`config.mk`:
```
export PLATFORM = sky130hd
export DESIGN_NAME = accumulator_machine_step
export DESIGN_NICKNAME = d
export VERILOG_FILES = /design/src/acm_pkg.sv /design/src/acm_ram.sv /design/src/accumulator_machine_step.sv
export SDC_FILE = /design/constraint.sdc
export NUM_CORES = 2
export LEC_CHECK = 0
export ABC_AREA = 1
export BUFFER_PORTS_ARGS = -buffer_cell sky130_fd_sc_hd__buf_2
export CORE_MARGIN = 2
export CORE_UTILIZATION = 50
export CTS_CLUSTER_SIZE = 12
export DETAILED_ROUTE_END_ITERATION = 12
export MAX_ROUTING_LAYER = met4
export PLACE_DENSITY_LB_ADDON = 0.1
export SLEW_MARGIN = 10
export SYNTH_ARGS = -nofsm -noshare
export SYNTH_HDL_FRONTEND = slang
export SYNTH_SLANG_ARGS = --single-unit
```
`constraint.sdc`:
```
create_clock -name clk -period 14.2 [get_ports clk]
set_input_delay 1.42 -clock clk [delete_from_list [all_inputs] [get_ports clk]]
set_output_delay 1.42 -clock clk [all_outputs]
set_load 0.01 [all_outputs]
```
`src/acm_pkg.sv`:
```
// Package for the decimal accumulator machine: sizes, limits, instruction and
// status codes, sequencer states and the program-word check.
// Depends on nothing; used by accumulator_machine_step, acm_checker and tb.
`default_nettype none

package acm_pkg;

  localparam int STORE_WORDS = 100;
  localparam int ADDR_W      = $clog2(STORE_WORDS);
  localparam int PWORD_W     = 13;
  localparam int DWORD_W     = 15;
  localparam int MAG_W       = 14;
  localparam int PROD_W      = 28;
  localparam int ALU_W       = 29;
  localparam int ACC_LIM     = 9999;
  localparam int WORD_BASE   = 100;

  // Reciprocal of one hundred, exact for every 13-bit program word.
  localparam int DEC_RECIP   = 5243;
  localparam int DEC_SHIFT   = 19;
  localparam int DEC_PROD_W  = 26;

  localparam logic [PWORD_W-1:0] HALT_WORD = PWORD_W'(4300);

  typedef enum logic [1:0] {
    OPC_LOAD  = 2'd0,
    OPC_STEP  = 2'd1,
    OPC_START = 2'd2,
    OPC_NONE  = 2'd3
  } opc_t;

  localparam logic [6:0] INS_READ   = 7'd10;
  localparam logic [6:0] INS_WRITE  = 7'd11;
  localparam logic [6:0] INS_LOAD   = 7'd20;
  localparam logic [6:0] INS_STORE  = 7'd21;
  localparam logic [6:0] INS_ADD    = 7'd30;
  localparam logic [6:0] INS_SUB    = 7'd31;
  localparam logic [6:0] INS_DIV    = 7'd32;
  localparam logic [6:0] INS_MUL    = 7'd33;
  localparam logic [6:0] INS_BR     = 7'd40;
  localparam logic [6:0] INS_BRNEG  = 7'd41;
  localparam logic [6:0] INS_BRZERO = 7'd42;

  localparam logic [2:0] STAT_OK       = 3'd0;
  localparam logic [2:0] STAT_WRITTEN  = 3'd1;
  localparam logic [2:0] STAT_HALTED   = 3'd2;
  localparam logic [2:0] STAT_OVERFLOW = 3'd3;
  localparam logic [2:0] STAT_LOAD_REJ = 3'd4;
  localparam logic [2:0] STAT_READ_REJ = 3'd5;
  localparam logic [2:0] STAT_OFF_END  = 3'd6;
  localparam logic [2:0] STAT_IDLE     = 3'd7;

  typedef enum logic [3:0] {
    ST_IDLE,
    ST_DISPATCH,
    ST_FETCH,
    ST_DECODE,
    ST_MOD,
    ST_DREAD,
    ST_EXEC,
    ST_MUL,
    ST_DIV,
    ST_FIN,
    ST_RESULT
  } state_t;

  // A program word is accepted only inside one of the four opcode bands.
  function automatic logic word_allowed(input logic signed [DWORD_W-1:0] w);
    logic ok;
    ok = (w >= DWORD_W'(1000) && w <= DWORD_W'(1199)) ||
         (w >= DWORD_W'(2000) && w <= DWORD_W'(2199)) ||
         (w >= DWORD_W'(3000) && w <= DWORD_W'(3399)) ||
         (w >= DWORD_W'(4000) && w <= DWORD_W'(4399));
    return ok;
  endfunction

endpackage

`default_nettype wire

```
`src/acm_ram.sv`:
```
// Generic single-write, single-read RAM with a registered read port.
// Depends on nothing.
`default_nettype none

module acm_ram #(
  parameter int WIDTH = 8,
  parameter int DEPTH = 16,
  localparam int AW = $clog2(DEPTH)
) (
  input  logic             clk,
  input  logic             we,
  input  logic [AW-1:0]    waddr,
  input  logic [WIDTH-1:0] wdata,
  input  logic [AW-1:0]    raddr,
  output logic [WIDTH-1:0] rdata
);

  logic [WIDTH-1:0] mem [DEPTH];

  always_ff @(posedge clk) begin
    if (we) begin
      mem[waddr] <= wdata;
    end
    rdata <= mem[raddr];
  end

endmodule

`default_nettype wire

```
`src/accumulator_machine_step.sv`:
```
// Decimal accumulator machine, top level: sequencer, shared add/subtract unit,
// program and data stores. Depends on acm_pkg and acm_ram.
//
// Usage. An input beat carries an opcode: load a program word at an address,
// start a run (clears accumulator and program counter), or execute one
// instruction, where the value field feeds a READ. Every input beat yields
// exactly one result beat with a status, the WRITE value, and the
// accumulator and program counter after the beat.
// The block works on one beat at a time and drops in_ready while it does.
// Load, start, idle and ran-off-end beats pass dispatch and go to the result,
// a HALT also passes the fetch. An executed instruction goes through dispatch,
// one program store read with a reciprocal multiply that yields the opcode,
// one shared-adder step for the operand, one step that folds the operand
// into the store, one data store read, execute and the hand-off to the
// output register. MULTIPLY, and DIVIDE by a nonzero value, add 14
// shift-add or shift-subtract steps plus a sign fix. The operand split,
// ADD, SUBTRACT, the multiply and divide steps and the sign fix go through
// one shared 29-bit adder. A new beat is accepted in the cycle after the
// result is handed off.
// The result sits in an output register; the next beat is accepted as soon
// as the sequencer is back in idle, even while the receiver stalls. A new
// result waits in the sequencer until the output register is free.
// Reset clears the accumulator, program counter and run flag, and the valid
// bits of both stores, so unwritten words read as zero. No clearing pass.
`default_nettype none

module accumulator_machine_step (
  input  logic               clk,
  input  logic               rst_n,
  input  logic               in_valid,
  output logic               in_ready,
  input  logic [1:0]         in_opcode,
  input  logic [6:0]         in_address,
  input  logic signed [14:0] in_value,
  output logic               out_valid,
  input  logic               out_ready,
  output logic [2:0]         out_status,
  output logic signed [14:0] out_out_value,
  output logic signed [14:0] out_acc_now,
  output logic [6:0]         out_pc_now
);

  import acm_pkg::*;

  // Sequencer and architectural state.
  state_t state_r, state_nxt;
  logic running_r, running_nxt;
  logic signed [DWORD_W-1:0] acc_r, acc_nxt;
  logic [6:0] pc_r, pc_nxt;

  // Latched input beat.
  opc_t opc_r, opc_nxt;
  logic [6:0] addr_r, addr_nxt;
  logic signed [DWORD_W-1:0] val_r, val_nxt;

  // Working registers of the shared unit.
  logic [DWORD_W-1:0] rem_r, rem_nxt;
  logic [MAG_W-1:0] q_r, q_nxt;
  logic [3:0] cnt_r, cnt_nxt;
  logic [6:0] arg_r, arg_nxt;
  logic [6:0] instr_r, instr_nxt;
  logic [ADDR_W-1:0] slot_r, slot_nxt;
  logic signed [DWORD_W-1:0] mem_r, mem_nxt;
  logic [PROD_W-1:0] prod_r, prod_nxt;
  logic [PROD_W-1:0] mcand_r, mcand_nxt;
  logic [MAG_W-1:0] opnd_r, opnd_nxt;
  logic neg_r, neg_nxt;
  logic isdiv_r, isdiv_nxt;
  logic [2:0] res_status_r, res_status_nxt;
  logic signed [DWORD_W-1:0] res_outval_r, res_outval_nxt;

  // Output register.
  logic out_valid_r, out_valid_nxt;
  logic [2:0] out_status_r, out_status_nxt;
  logic signed [DWORD_W-1:0] out_value_r, out_value_nxt;
  logic signed [DWORD_W-1:0] out_acc_r, out_acc_nxt;
  logic [6:0] out_pc_r, out_pc_nxt;

  // Stores and their valid bits.
  logic pvalid_r [STORE_WORDS];
  logic dvalid_r [STORE_WORDS];
  logic pv_q_r, dv_q_r;
  logic pwe, dwe;
  logic [DWORD_W-1:0] dwdata;
  logic [PWORD_W-1:0] prd;
  logic [DWORD_W-1:0] drd;
  logic [PWORD_W-1:0] fetch_word;

  // Shared adder.
  logic signed [ALU_W-1:0] alu_a, alu_b, alu_sum;
  logic alu_sub, alu_neg;

  logic [MAG_W-1:0] acc_mag, mem_mag;
  logic [DWORD_W-1:0] div_part;
  logic [PROD_W-1:0] fin_mag;
  logic [6:0] pc_inc;
  logic [DEC_PROD_W-1:0] dec_prod;

  acm_ram #(.WIDTH(PWORD_W), .DEPTH(STORE_WORDS)) u_prog_ram (
    .clk   (clk),
    .we    (pwe),
    .waddr (addr_r[ADDR_W-1:0]),
    .wdata (val_r[PWORD_W-1:0]),
    .raddr (pc_r[ADDR_W-1:0]),
    .rdata (prd)
  );

  acm_ram #(.WIDTH(DWORD_W), .DEPTH(STORE_WORDS)) u_data_ram (
    .clk   (clk),
    .we    (dwe),
    .waddr (slot_r),
    .wdata (dwdata),
    .raddr (rem_r[ADDR_W-1:0]),
    .rdata (drd)
  );

  // An entry that was never written reads as zero.
  assign fetch_word = pv_q_r ? prd : '0;

  // The high decimal digits of the word by reciprocal multiplication.
  assign dec_prod = DEC_PROD_W'(fetch_word) * DEC_PROD_W'(DEC_RECIP);

  assign acc_mag  = acc_r[DWORD_W-1] ? MAG_W'(-acc_r) : MAG_W'(acc_r);
  assign mem_mag  = mem_r[DWORD_W-1] ? MAG_W'(-mem_r) : MAG_W'(mem_r);
  assign div_part = {rem_r[MAG_W-1:0], opnd_r[MAG_W-1]};
  assign fin_mag  = isdiv_r ? PROD_W'(q_r) : prod_r;
  assign pc_inc   = pc_r + 7'd1;

  assign alu_sum = alu_a + (alu_sub ? ~alu_b : alu_b) + ALU_W'(alu_sub);
  assign alu_neg = alu_sum[ALU_W-1];

  // Operand selection for the shared adder, one use per sequencer state.
  always_comb begin
    alu_a   = '0;
    alu_b   = '0;
    alu_sub = 1'b0;
    unique case (state_r)
      ST_DECODE: begin
        alu_a   = ALU_W'(rem_r);
        alu_b   = ALU_W'(q_r[6:0]) * ALU_W'(WORD_BASE);
        alu_sub = 1'b1;
      end
      ST_MOD: begin
        alu_a   = ALU_W'(rem_r);
        alu_b   = ALU_W'(STORE_WORDS);
        alu_sub = 1'b1;
      end
      ST_EXEC: begin
        alu_a   = ALU_W'(acc_r);
        alu_b   = ALU_W'(mem_r);
        alu_sub = (instr_r == INS_SUB);
      end
      ST_MUL: begin
        alu_a = ALU_W'(prod_r);
        alu_b = opnd_r[0] ? ALU_W'(mcand_r) : '0;
      end
      ST_DIV: begin
        alu_a   = ALU_W'(div_part);
        alu_b   = ALU_W'(mcand_r);
        alu_sub = 1'b1;
      end
      ST_FIN: begin
        alu_b   = ALU_W'(fin_mag);
        alu_sub = 1'b1;
      end
      default: begin
      end
    endcase
  end

  // Next state and datapath control.
  always_comb begin
    state_nxt      = state_r;
    running_nxt    = running_r;
    acc_nxt        = acc_r;
    pc_nxt         = pc_r;
    opc_nxt        = opc_r;
    addr_nxt       = addr_r;
    val_nxt        = val_r;
    rem_nxt        = rem_r;
    q_nxt          = q_r;
    cnt_nxt        = cnt_r;
    arg_nxt        = arg_r;
    instr_nxt      = instr_r;
    slot_nxt       = slot_r;
    mem_nxt        = mem_r;
    prod_nxt       = prod_r;
    mcand_nxt      = mcand_r;
    opnd_nxt       = opnd_r;
    neg_nxt        = neg_r;
    isdiv_nxt      = isdiv_r;
    res_status_nxt = res_status_r;
    res_outval_nxt = res_outval_r;
    out_valid_nxt  = out_valid_r & ~out_ready;
    out_status_nxt = out_status_r;
    out_value_nxt  = out_value_r;
    out_acc_nxt    = out_acc_r;
    out_pc_nxt     = out_pc_r;
    pwe            = 1'b0;
    dwe            = 1'b0;
    dwdata         = val_r;
    in_ready       = 1'b0;

    unique case (state_r)
      ST_IDLE: begin
        in_ready = 1'b1;
        if (in_valid) begin
          opc_nxt   = opc_t'(in_opcode);
          addr_nxt  = in_address;
          val_nxt   = in_value;
          state_nxt = ST_DISPATCH;
        end
      end

      ST_DISPATCH: begin
        res_outval_nxt = '0;
        state_nxt      = ST_RESULT;
        unique case (opc_r)
          OPC_LOAD: begin
            if (addr_r < 7'(STORE_WORDS) && word_allowed(val_r)) begin
              pwe            = 1'b1;
              res_status_nxt = STAT_OK;
            end else begin
              res_status_nxt = STAT_LOAD_REJ;
            end
          end
          OPC_STEP: begin
            if (!running_r) begin
              res_status_nxt = STAT_IDLE;
            end else if (pc_r >= 7'(STORE_WORDS)) begin
              running_nxt    = 1'b0;
              res_status_nxt = STAT_OFF_END;
            end else begin
              // The program store is read at pc_r in this cycle.
              state_nxt = ST_FETCH;
            end
          end
          OPC_START: begin
            acc_nxt        = '0;
            pc_nxt         = '0;
            running_nxt    = 1'b1;
            res_status_nxt = STAT_OK;
          end
          OPC_NONE: begin
            res_status_nxt = STAT_IDLE;
          end
          default: begin
            res_status_nxt = STAT_IDLE;
          end
        endcase
      end

      ST_FETCH: begin
        if (fetch_word == HALT_WORD) begin
          running_nxt    = 1'b0;
          res_status_nxt = STAT_HALTED;
          state_nxt      = ST_RESULT;
        end else begin
          rem_nxt   = DWORD_W'(fetch_word);
          q_nxt     = MAG_W'(dec_prod[DEC_SHIFT +: 7]);
          state_nxt = ST_DECODE;
        end
      end

      // The operand is what is left after taking off the opcode hundreds.
      ST_DECODE: begin
        rem_nxt   = alu_sum[DWORD_W-1:0];
        arg_nxt   = alu_sum[6:0];
        instr_nxt = q_r[6:0];
        state_nxt = ST_MOD;
      end

      // Fold the operand into the data store; the read is issued on exit.
      ST_MOD: begin
        if (!alu_neg) begin
          rem_nxt = alu_sum[DWORD_W-1:0];
        end else begin
          slot_nxt  = rem_r[ADDR_W-1:0];
          state_nxt = ST_DREAD;
        end
      end

      ST_DREAD: begin
        mem_nxt   = dv_q_r ? drd : '0;
        state_nxt = ST_EXEC;
      end

      ST_EXEC: begin
        res_status_nxt = STAT_OK;
        state_nxt      = ST_RESULT;
        pc_nxt         = pc_inc;
        case (instr_r) inside
          INS_READ: begin
            if (val_r > DWORD_W'(ACC_LIM) || val_r < DWORD_W'(-ACC_LIM)) begin
              res_status_nxt = STAT_READ_REJ;
              pc_nxt         = pc_r;
            end else begin
              dwe = 1'b1;
            end
          end
          INS_WRITE: begin
            res_outval_nxt = acc_r;
            res_status_nxt = STAT_WRITTEN;
          end
          INS_LOAD: begin
            acc_nxt = mem_r;
          end
          INS_STORE: begin
            dwe    = 1'b1;
            dwdata = acc_r;
          end
          INS_ADD, INS_SUB: begin
            if (alu_sum > ALU_W'(ACC_LIM) || alu_sum < ALU_W'(-ACC_LIM)) begin
              acc_nxt        = '0;
              running_nxt    = 1'b0;
              pc_nxt         = pc_r;
              res_status_nxt = STAT_OVERFLOW;
            end else begin
              acc_nxt = alu_sum[DWORD_W-1:0];
            end
          end
          INS_DIV: begin
            // A zero divisor leaves the accumulator as it is.
            if (mem_r != '0) begin
              pc_nxt    = pc_r;
              rem_nxt   = '0;
              q_nxt     = '0;
              opnd_nxt  = acc_mag;
              mcand_nxt = PROD_W'(mem_mag);
              neg_nxt   = acc_r[DWORD_W-1] ^ mem_r[DWORD_W-1];
              isdiv_nxt = 1'b1;
              cnt_nxt   = '0;
              state_nxt = ST_DIV;
            end
          end
          INS_MUL: begin
            pc_nxt    = pc_r;
            prod_nxt  = '0;
            opnd_nxt  = acc_mag;
            mcand_nxt = PROD_W'(mem_mag);
            neg_nxt   = acc_r[DWORD_W-1] ^ mem_r[DWORD_W-1];
            isdiv_nxt = 1'b0;
            cnt_nxt   = '0;
            state_nxt = ST_MUL;
          end
          INS_BR: begin
            pc_nxt = arg_r;
          end
          INS_BRNEG: begin
            if (acc_r[DWORD_W-1]) begin
              pc_nxt = arg_r;
            end
          end
          INS_BRZERO: begin
            if (acc_r == '0) begin
              pc_nxt = arg_r;
            end
          end
          default: begin
          end
        endcase
      end

      // Shift-add multiply of magnitudes, one multiplier bit a cycle.
      ST_MUL: begin
        prod_nxt  = alu_sum[PROD_W-1:0];
        mcand_nxt = mcand_r << 1;
        opnd_nxt  = opnd_r >> 1;
        cnt_nxt   = cnt_r + 4'd1;
        if (cnt_r == 4'(MAG_W - 1)) begin
          state_nxt = ST_FIN;
        end
      end

      // Restoring divide of magnitudes, one quotient bit a cycle.
      ST_DIV: begin
        rem_nxt  = alu_neg ? div_part : alu_sum[DWORD_W-1:0];
        q_nxt    = {q_r[MAG_W-2:0], ~alu_neg};
        opnd_nxt = opnd_r << 1;
        cnt_nxt  = cnt_r + 4'd1;
        if (cnt_r == 4'(MAG_W - 1)) begin
          state_nxt = ST_FIN;
        end
      end

      // Range check on the magnitude, then apply the sign.
      ST_FIN: begin
        state_nxt = ST_RESULT;
        if (fin_mag > PROD_W'(ACC_LIM)) begin
          acc_nxt        = '0;
          running_nxt    = 1'b0;
          res_status_nxt = STAT_OVERFLOW;
        end else begin
          acc_nxt        = neg_r ? alu_sum[DWORD_W-1:0] : fin_mag[DWORD_W-1:0];
          pc_nxt         = pc_inc;
          res_status_nxt = STAT_OK;
        end
      end

      ST_RESULT: begin
        if (!out_valid_r || out_ready) begin
          out_valid_nxt  = 1'b1;
          out_status_nxt = res_status_r;
          out_value_nxt  = res_outval_r;
          out_acc_nxt    = acc_r;
          out_pc_nxt     = pc_r;
          state_nxt      = ST_IDLE;
        end
      end

      default: begin
        state_nxt = ST_IDLE;
      end
    endcase
  end

  always_ff @(posedge clk) begin
    if (!rst_n) begin
      state_r     <= ST_IDLE;
      running_r   <= 1'b0;
      acc_r       <= '0;
      pc_r        <= '0;
      out_valid_r <= 1'b0;
    end else begin
      state_r     <= state_nxt;
      running_r   <= running_nxt;
      acc_r       <= acc_nxt;
      pc_r        <= pc_nxt;
      out_valid_r <= out_valid_nxt;
    end
  end

  // Per-word valid bits; the lookups are registered alongside the RAM reads.
  always_ff @(posedge clk) begin
    if (!rst_n) begin
      for (int i = 0; i < STORE_WORDS; i++) begin
        pvalid_r[i] <= 1'b0;
        dvalid_r[i] <= 1'b0;
      end
      pv_q_r <= 1'b0;
      dv_q_r <= 1'b0;
    end else begin
      if (pwe) begin
        pvalid_r[addr_r[ADDR_W-1:0]] <= 1'b1;
      end
      if (dwe) begin
        dvalid_r[slot_r] <= 1'b1;
      end
      pv_q_r <= pvalid_r[pc_r[ADDR_W-1:0]];
      dv_q_r <= dvalid_r[rem_r[ADDR_W-1:0]];
    end
  end

  always_ff @(posedge clk) begin
    opc_r        <= opc_nxt;
    addr_r       <= addr_nxt;
    val_r        <= val_nxt;
    rem_r        <= rem_nxt;
    q_r          <= q_nxt;
    cnt_r        <= cnt_nxt;
    arg_r        <= arg_nxt;
    instr_r      <= instr_nxt;
    slot_r       <= slot_nxt;
    mem_r        <= mem_nxt;
    prod_r       <= prod_nxt;
    mcand_r      <= mcand_nxt;
    opnd_r       <= opnd_nxt;
    neg_r        <= neg_nxt;
    isdiv_r      <= isdiv_nxt;
    res_status_r <= res_status_nxt;
    res_outval_r <= res_outval_nxt;
    out_status_r <= out_status_nxt;
    out_value_r  <= out_value_nxt;
    out_acc_r    <= out_acc_nxt;
    out_pc_r     <= out_pc_nxt;
  end

  assign out_valid     = out_valid_r;
  assign out_status    = out_status_r;
  assign out_out_value = out_value_r;
  assign out_acc_now   = out_acc_r;
  assign out_pc_now    = out_pc_r;

  // The accumulator never leaves the four-digit range.
  a_acc_range: assert property (@(posedge clk) disable iff (!rst_n)
    (acc_r <= DWORD_W'(ACC_LIM) && acc_r >= DWORD_W'(-ACC_LIM)))
    else $error("accumulator out of range");

  // Word split yields an operand below one hundred and a plausible opcode.
  a_decode: assert property (@(posedge clk) disable iff (!rst_n)
    (state_r == ST_MOD) |-> (arg_r < 7'(WORD_BASE) && instr_r <= 7'd81))
    else $error("instruction word split out of range");

  // The partial remainder of a divide stays below the divisor.
  a_div_rem: assert property (@(posedge clk) disable iff (!rst_n)
    (state_r == ST_DIV) |-> (PROD_W'(rem_r) < mcand_r))
    else $error("divide remainder not below divisor");

endmodule

`default_nettype wire

```
# Word level (Yosys, flattened, before mapping)
# Memory sizes are Yosys's and may differ from the RTL's. A register that Yosys moved wholly into a read port is not among the register bits.
# Index checks and enable logic that the tools add are counted.
# W data, S select, Z words.
[classes]
add_sub_neg = 6
n_mul = 2
magnitude_cmp = 15
eq_ne = 59
muxes = 176
bitwise_logic = 10
n_reduce_logical = 49
[op_table]
columns = ["op", "count"]
rows = [
  ["$mux W28", 17],
  ["$mux W15", 26],
  ["$mux W14", 18],
  ["$pmux W29 S6", 1],
  ["$mux W7", 19],
  ["$pmux W29 S4", 1],
  ["$pmux W28 S2", 2],
  ["$mux W4", 23],
  ["$pmux W14 S3", 2],
  ["$pmux W15 S5", 1],
  ["$pmux W15 S3", 1],
  ["$mux W1", 41],
  ["$ne A2 B2 Y1 const B", 20],
  ["$pmux W4 S10", 1],
  ["$reduce_and A8 Y1", 5],
  ["$eq A7 B6 Y1 const B", 5],
  ["$ge A15 B13 Y1 const B", 2],
  ["$le A15 B13 Y1 const B", 2],
  ["$pmux W15 S2", 1],
  ["$add A29 B1 Y29", 1],
  ["$add A29 B29 Y29", 1],
  ["$gt A29 B15 Y1 const B", 1],
  ["$lt A29 B15 Y1 const B", 1],
  ["$mux W29", 1],
  ["62 further kinds", 124],
]
[word_totals]
regBits = 251
mem_bits_rw = 3000
input_bits = 28
output_inout_bits = 42
word_cells = 347
mem_count = 4
[memory_table]
columns = ["name", "words", "word_bits", "rd", "rd_clocked_by_memory_dff", "write_ports", "line_no", "rtl"]
rows = [
  ["u_data_ram.mem", 100, 15, 1, 1, 1, "acm_ram.sv:18", "logic [WIDTH-1:0] mem [DEPTH];"],
  ["u_prog_ram.mem", 100, 13, 1, 1, 1, "acm_ram.sv:18", ""],
  ["dvalid_r", 100, 1, 1, 1, 100, "accumulator_machine_step.sv:81", "logic dvalid_r [STORE_WORDS];"],
  ["pvalid_r", 100, 1, 1, 1, 100, "accumulator_machine_step.sv:80", "logic pvalid_r [STORE_WORDS];"],
]

# Logic depth before layout (Yosys ltp)
[depth]
word_depth = 15
depth_mapped = 42
mapped_depth_nobuf = 41

# By module
# From an unflattened synthesis, not the netlist that was laid out.
[hier_totals]
hier_cells = 13494
area_unflattened_um2 = 144916.5
[modules_own_cells]
columns = ["module", "n_inst", "cells_per_inst", "area_per_inst_um2"]
rows = [
  ["acm_ram (u_data_ram)", 1, 5252, 61690.4],
  ["acm_ram (u_prog_ram)", 1, 4532, 53282.4],
  ["accumulator_machine_step", 1, 3710, 29943.7],
]

# Worst setup path after synthesis
# OpenSTA, ideal clock, no wires.
[synth_timing]
kind = "reg-to-reg"
start = "register state_r[2]"
end = "memory u_data_ram.mem[0][12] (netlist bit) (data pin)"
setup_time_ns = 1.004
t_arrival_ns = 5.288
required_time_ns = 13.196
setup_slack_ns = 7.907
stages_incl_launch_ff = 7
period_less_slack_ns = 6.293
path_cell_list = "dfxtp_1 > inv_1 > nor2_4 > nand2_1 > clkbuf_1 > buf_1 > o31ai_1"
[synth_via]
elab_chain_len = 2
[synth_rtl]
columns = ["element", "line_no", "rtl"]
rows = [
  ["start, declared", "accumulator_machine_step.sv:46", "state_t state_r, state_nxt;"],
  ["start signal, assigned", "accumulator_machine_step.sv:425", "state_r <= state_nxt;"],
  ["$eq A4 B3 Y1", "accumulator_machine_step.sv:204", "unique case (state_r)"],
  ["$mux W15", "accumulator_machine_step.sv:204", ""],
  ["net dwdata[12]", "accumulator_machine_step.sv:84", "logic [DWORD_W-1:0] dwdata;"],
  ["end, declared", "acm_ram.sv:18", ""],
]
# The timed path passes the listed nets, and every way through them passes these cells.

# Final worst setup path
[layout_timing]
start = "register q_r[3]"
end = "register rem_r[8] (data pin)"
[layout_via]
elab_chain_len = 8
word_cells_on_any_way = 10
cone_classes = "2 x add/sub; 1 x mul; 6 x mux; 1 x bitwise"
[layout_rtl]
columns = ["element", "line_no", "rtl"]
rows = [
  ["start, declared", "accumulator_machine_step.sv:58", "logic [MAG_W-1:0] q_r, q_nxt;"],
  ["start signal, assigned", "accumulator_machine_step.sv:459", "q_r <= q_nxt;"],
  ["$mul A7 B5 Y12 or $mux W28 (tied branches)", "accumulator_machine_step.sv:140, accumulator_machine_step.sv:126", ""],
  ["$pmux W29 S6 *", "accumulator_machine_step.sv:137", "unique case (state_r)"],
  ["$not A29 Y29", "accumulator_machine_step.sv:129", "assign alu_sum = alu_a + (alu_sub ? ~alu_b : alu_b) + ALU_W'(alu_sub);"],
  ["$mux W29 *", "accumulator_machine_step.sv:129", ""],
  ["$add A29 B29 Y29 *", "accumulator_machine_step.sv:129", ""],
  ["$add A29 B1 Y29 *", "accumulator_machine_step.sv:129", ""],
  ["$mux W15 (on tied branches)", "accumulator_machine_step.sv:377, accumulator_machine_step.sv:275", ""],
  ["$pmux W15 S5 *", "accumulator_machine_step.sv:204", ""],
  ["net rem_nxt[8]", "accumulator_machine_step.sv:57", "logic [DWORD_W-1:0] rem_r, rem_nxt;"],
  ["end signal, assigned", "accumulator_machine_step.sv:458", "rem_r <= rem_nxt;"],
  ["end, declared", "accumulator_machine_step.sv:57", ""],
]
# The timed path passes the listed nets; every way through them passes the cells marked *. The select of a mux whose other input is x is not followed.
# A chain may end at the register's enable or synchronous reset.

==> results.json <==
{
  "clock_sinks": 3337,
  "min_path_cells": 0,
  "drtIter0Drc": 12210,
  "grt_max_degree": 177,
  "clkSlewWorstSetupHoldPaths_ps": 60,
  "hp-start": "pvalid_r[121]$_DFF_P_",
  "setup-violations-final": 0,
  "drive_above_1_share_pct": 9.523,
  "rr_worst_depth": 30,
  "timing.rr.end": "rem_r[8]$_DFFE_PP_",
  "max_freq_mhz": 134.2,
  "cts-resized-gates": 0,
  "slew_viol_final": 0,
  "post_cts_buffers": 0,
  "cts_tree": "built",
  "setup_tns_ps": 0,
  "worstPathRequired_ps": 14910,
  "wl_per_cell_um": 27.93,
  "start_util_pct": 50.17,
  "fin_util_pct": 56.33,
  "worstSetupPathType": "register to register",
  "numCtsBuffers": 356,
  "synth_cells": 11430,
  "ys_warn_count": 0,
  "rsz0062_at_grt": "no",
  "syn_area_per_cell_um2": 12.11,
  "fin_crit_sh_pct": 52.48,
  "io-pin-count": 70,
  "grt_pass1_vias": 90140,
  "worstSetupStartpointType": "register",
  "dieArea_um2": 281200,
  "drv_cap": 0,
  "holdPathEnd": "pvalid_r[121]$_DFF_P_",
  "htreeDepth": 5,
  "wirelength_mm": 430.9,
  "netlist_area_um2": 138500,
  "synth_commonest_cells": "edfxtp_1 (3023), nor2_1 (2184), o21ai_0 (1769), clkbuf_1 (763), nand2_1 (587)",
  "die_h_um": 530.3,
  "finalWeightedCongestion": 0.9521,
  "arrival_ps": 8160,
  "grt_pass1_wl_mm": 622.2,
  "area_growth_pct": 12.28,
  "reg2reg_from": "q_r[3]$_DFFE_PP_",
  "skew_ps": 96.61,
  "synth_top_area_share_pct": 65.55,
  "globalRouteTotalUtil_pct": 30.79,
  "status": "finished clean",
  "ff2ff_setup_slack_ps": 6750,
  "clock_path_buffers": 4,
  "dp_hpwl_mm": 253.6,
  "drtPass1Iterations": 8,
  "ys_ff_latch": 3337,
  "slowest_delay_ps": 590,
  "p_leak_nw": 52.58,
  "crit_slowest_cell": "nor2_1",
  "synthFlopType": "edfxtp_1",
  "synth_nets": 11680,
  "ctsHoldBuffers": 0,
  "synthTopCellsByArea": "edfxtp_1 (66%), o21ai_0 (6.4%), nor2_1 (5.9%)",
  "ant_nets": 0,
  "worstSkewPairLatency_ps": 970,
  "synth_area_leader_cell": "edfxtp_1",
  "hold_viol_final": 0,
  "async_flop_share_pct": 0,
  "core.rowCount": 193,
  "chipWidth_um": 530.3,
  "portBuffers": 69,
  "antenna_found_initial": 13,
  "core_region_area_um2": 276000,
  "yosysSeqAreaShare_pct": 70.09,
  "grt-ovfl-total": 0,
  "vdd_drop_max_uv": 170.7,
  "yosysMostFrequentCell": "edfxtp_1",
  "power_per_cell_area_nw_per_um2": 208.4,
  "num-nets-final": 11670,
  "remaining_drc_errors": 0,
  "tightestPinTransition_ps": 1389,
  "fillCellCount": 22640,
  "worst-path-max-fanout": 19,
  "slew_headroom_pct": 7.419,
  "hold_path_class": "register to register",
  "synth_edf_count": 3023,
  "min_period_ps": 7452,
  "crit_top_cell": "nor2_1",
  "ys_types": 64,
  "root_buffer": "clkbuf_16",
  "viasPerCell": 6.229,
  "routed-via-count": 96100,
  "cp-end-kind": "register"
}
[cell type report]
cell class | count | area (um2) | area share, %
inverter | 455 | 1754 | 1.128
tap | 3705 | 4636 | 2.981
multi-input combinational | 6835 | 37550 | 24.15
sequential | 3337 | 97080 | 62.44
antenna | 5 | 12.51 | 0.008047
timing repair buffer | 440 | 3296 | 2.120
clock inverter | 129 | 1046 | 0.6727
clock buffer | 523 | 10110 | 6.501
[sequential cells by signal, indices dropped and copies added, names as in the netlist, 13 cells and up]
name	flops
dvalid_r	128
out_out_value	15
mcand_r	28
res_outval_r	15
q_r	14
pvalid_r	128
opnd_r	14
u_prog_ram.rdata	13
acc_r	15
prod_r	28
val_r	15
u_data_ram.mem	1500
u_data_ram.rdata	15
mem_r	15
rem_r	15
out_acc_now	15
u_prog_ram.mem	1300
[worst max-delay path: cells and delay by family, from the launching register on]
kind | cells | cell delay [ps]
AND/OR/NAND/NOR | 12 | 1970
AO/OA/AOI/OAI | 8 | 1770
buffers and inverters | 4 | 990
XOR/XNOR | 1 | 280
adder cells (fa/ha/maj) | 5 | 1710
flip-flops | 1 | 520
[cell families after synthesis]
family,count (synthesis),synth area share [%]
xor gates and xnor gates,66,0.4337
and+or+nand+nor,3341,9.706
muxes,2,0.01446
DFF,3337,70.09
adders and majority gates,216,2.277
buffers and inverters,1260,3.429
AOI/OAI and AO/OA,3210,14.05
[layout by cell type, fill, tap and decap left out, types with 14 or more instances in the layout]
cell type / n
nor2_1: 2179
o21bai_1: 36
inv_1: 429
buf_4: 359
a21oi_1: 202
o21a_1: 102
buf_2: 68
xor2_1: 56
nand3_1: 350
clkinv_1: 57
dfxtp_1: 309
nand2_2: 17
o21ai_0: 1768
ha_1: 156
nor3_4: 21
nor3_2: 81
clkbuf_16: 366
a31oi_1: 58
nand2_1: 583
a221o_1: 17
clkbuf_8: 36
a221oi_1: 14
o221ai_1: 508
nor3_1: 37
nand4_1: 28
clkbuf_1: 121
o211ai_1: 91
edfxtp_1: 3023
fa_1: 60
o22ai_1: 306
clkinv_2: 47
[routing by layer]
metal / share of wire, % / global-route usage [%]
met2: 45 / 45.48
met5: 0 / -
met1: 43 / 44.35
met3: 8.7 / 4.497
met4: 3.1 / 9.215
[worst max-delay path by stage]
stage                                  from                              end  slack [ps]  cells after the start
global route               q_r[3]$_DFFE_PP_               rem_r[8]$_DFFE_PP_        6260                     30
global placement           q_r[3]$_DFFE_PP_             pc_r[0]$_SDFFE_PN0P_        6910                     32
floorplan           state_r[2]$_SDFFE_PN0P_  u_data_ram.mem[0][12]$_DFFE_PP_        7910                      6
CTS                        q_r[3]$_DFFE_PP_               rem_r[8]$_DFFE_PP_        6860                     30
detailed placement         q_r[3]$_DFFE_PP_               rem_r[8]$_DFFE_PP_        6880                     30
finish                     q_r[3]$_DFFE_PP_               rem_r[8]$_DFFE_PP_        6750                     30
[report_power, final]
group / total, mW / internal (mW) / leakage, nW / switching (mW)
logic: 11.7 / 2.86 / 17.4 / 8.84
clock network: 8.97 / 5.12 / 5.46 / 3.85
registers: 11.7 / 11.5 / 29.7 / 0.245
total: 32.4 / 19.5 / 52.6 / 12.9
[per-stage QoR]
stage	setup slack, ps	std cells	total power [mW]	area [um2]	hold WS, ps
after floorplan	7907	11430	18.65	138500	400.0
after global placement	6910	14770	23.31	144300	333.6
after detailed placement	6879	14770	23.44	144300	334.6
after CTS	6865	15420	32.35	155400	347.6
after global routing	6263	15430	33.71	155500	354.2
final	6748	15430	32.40	155500	347.0
(Power assumes the default switching activity.)
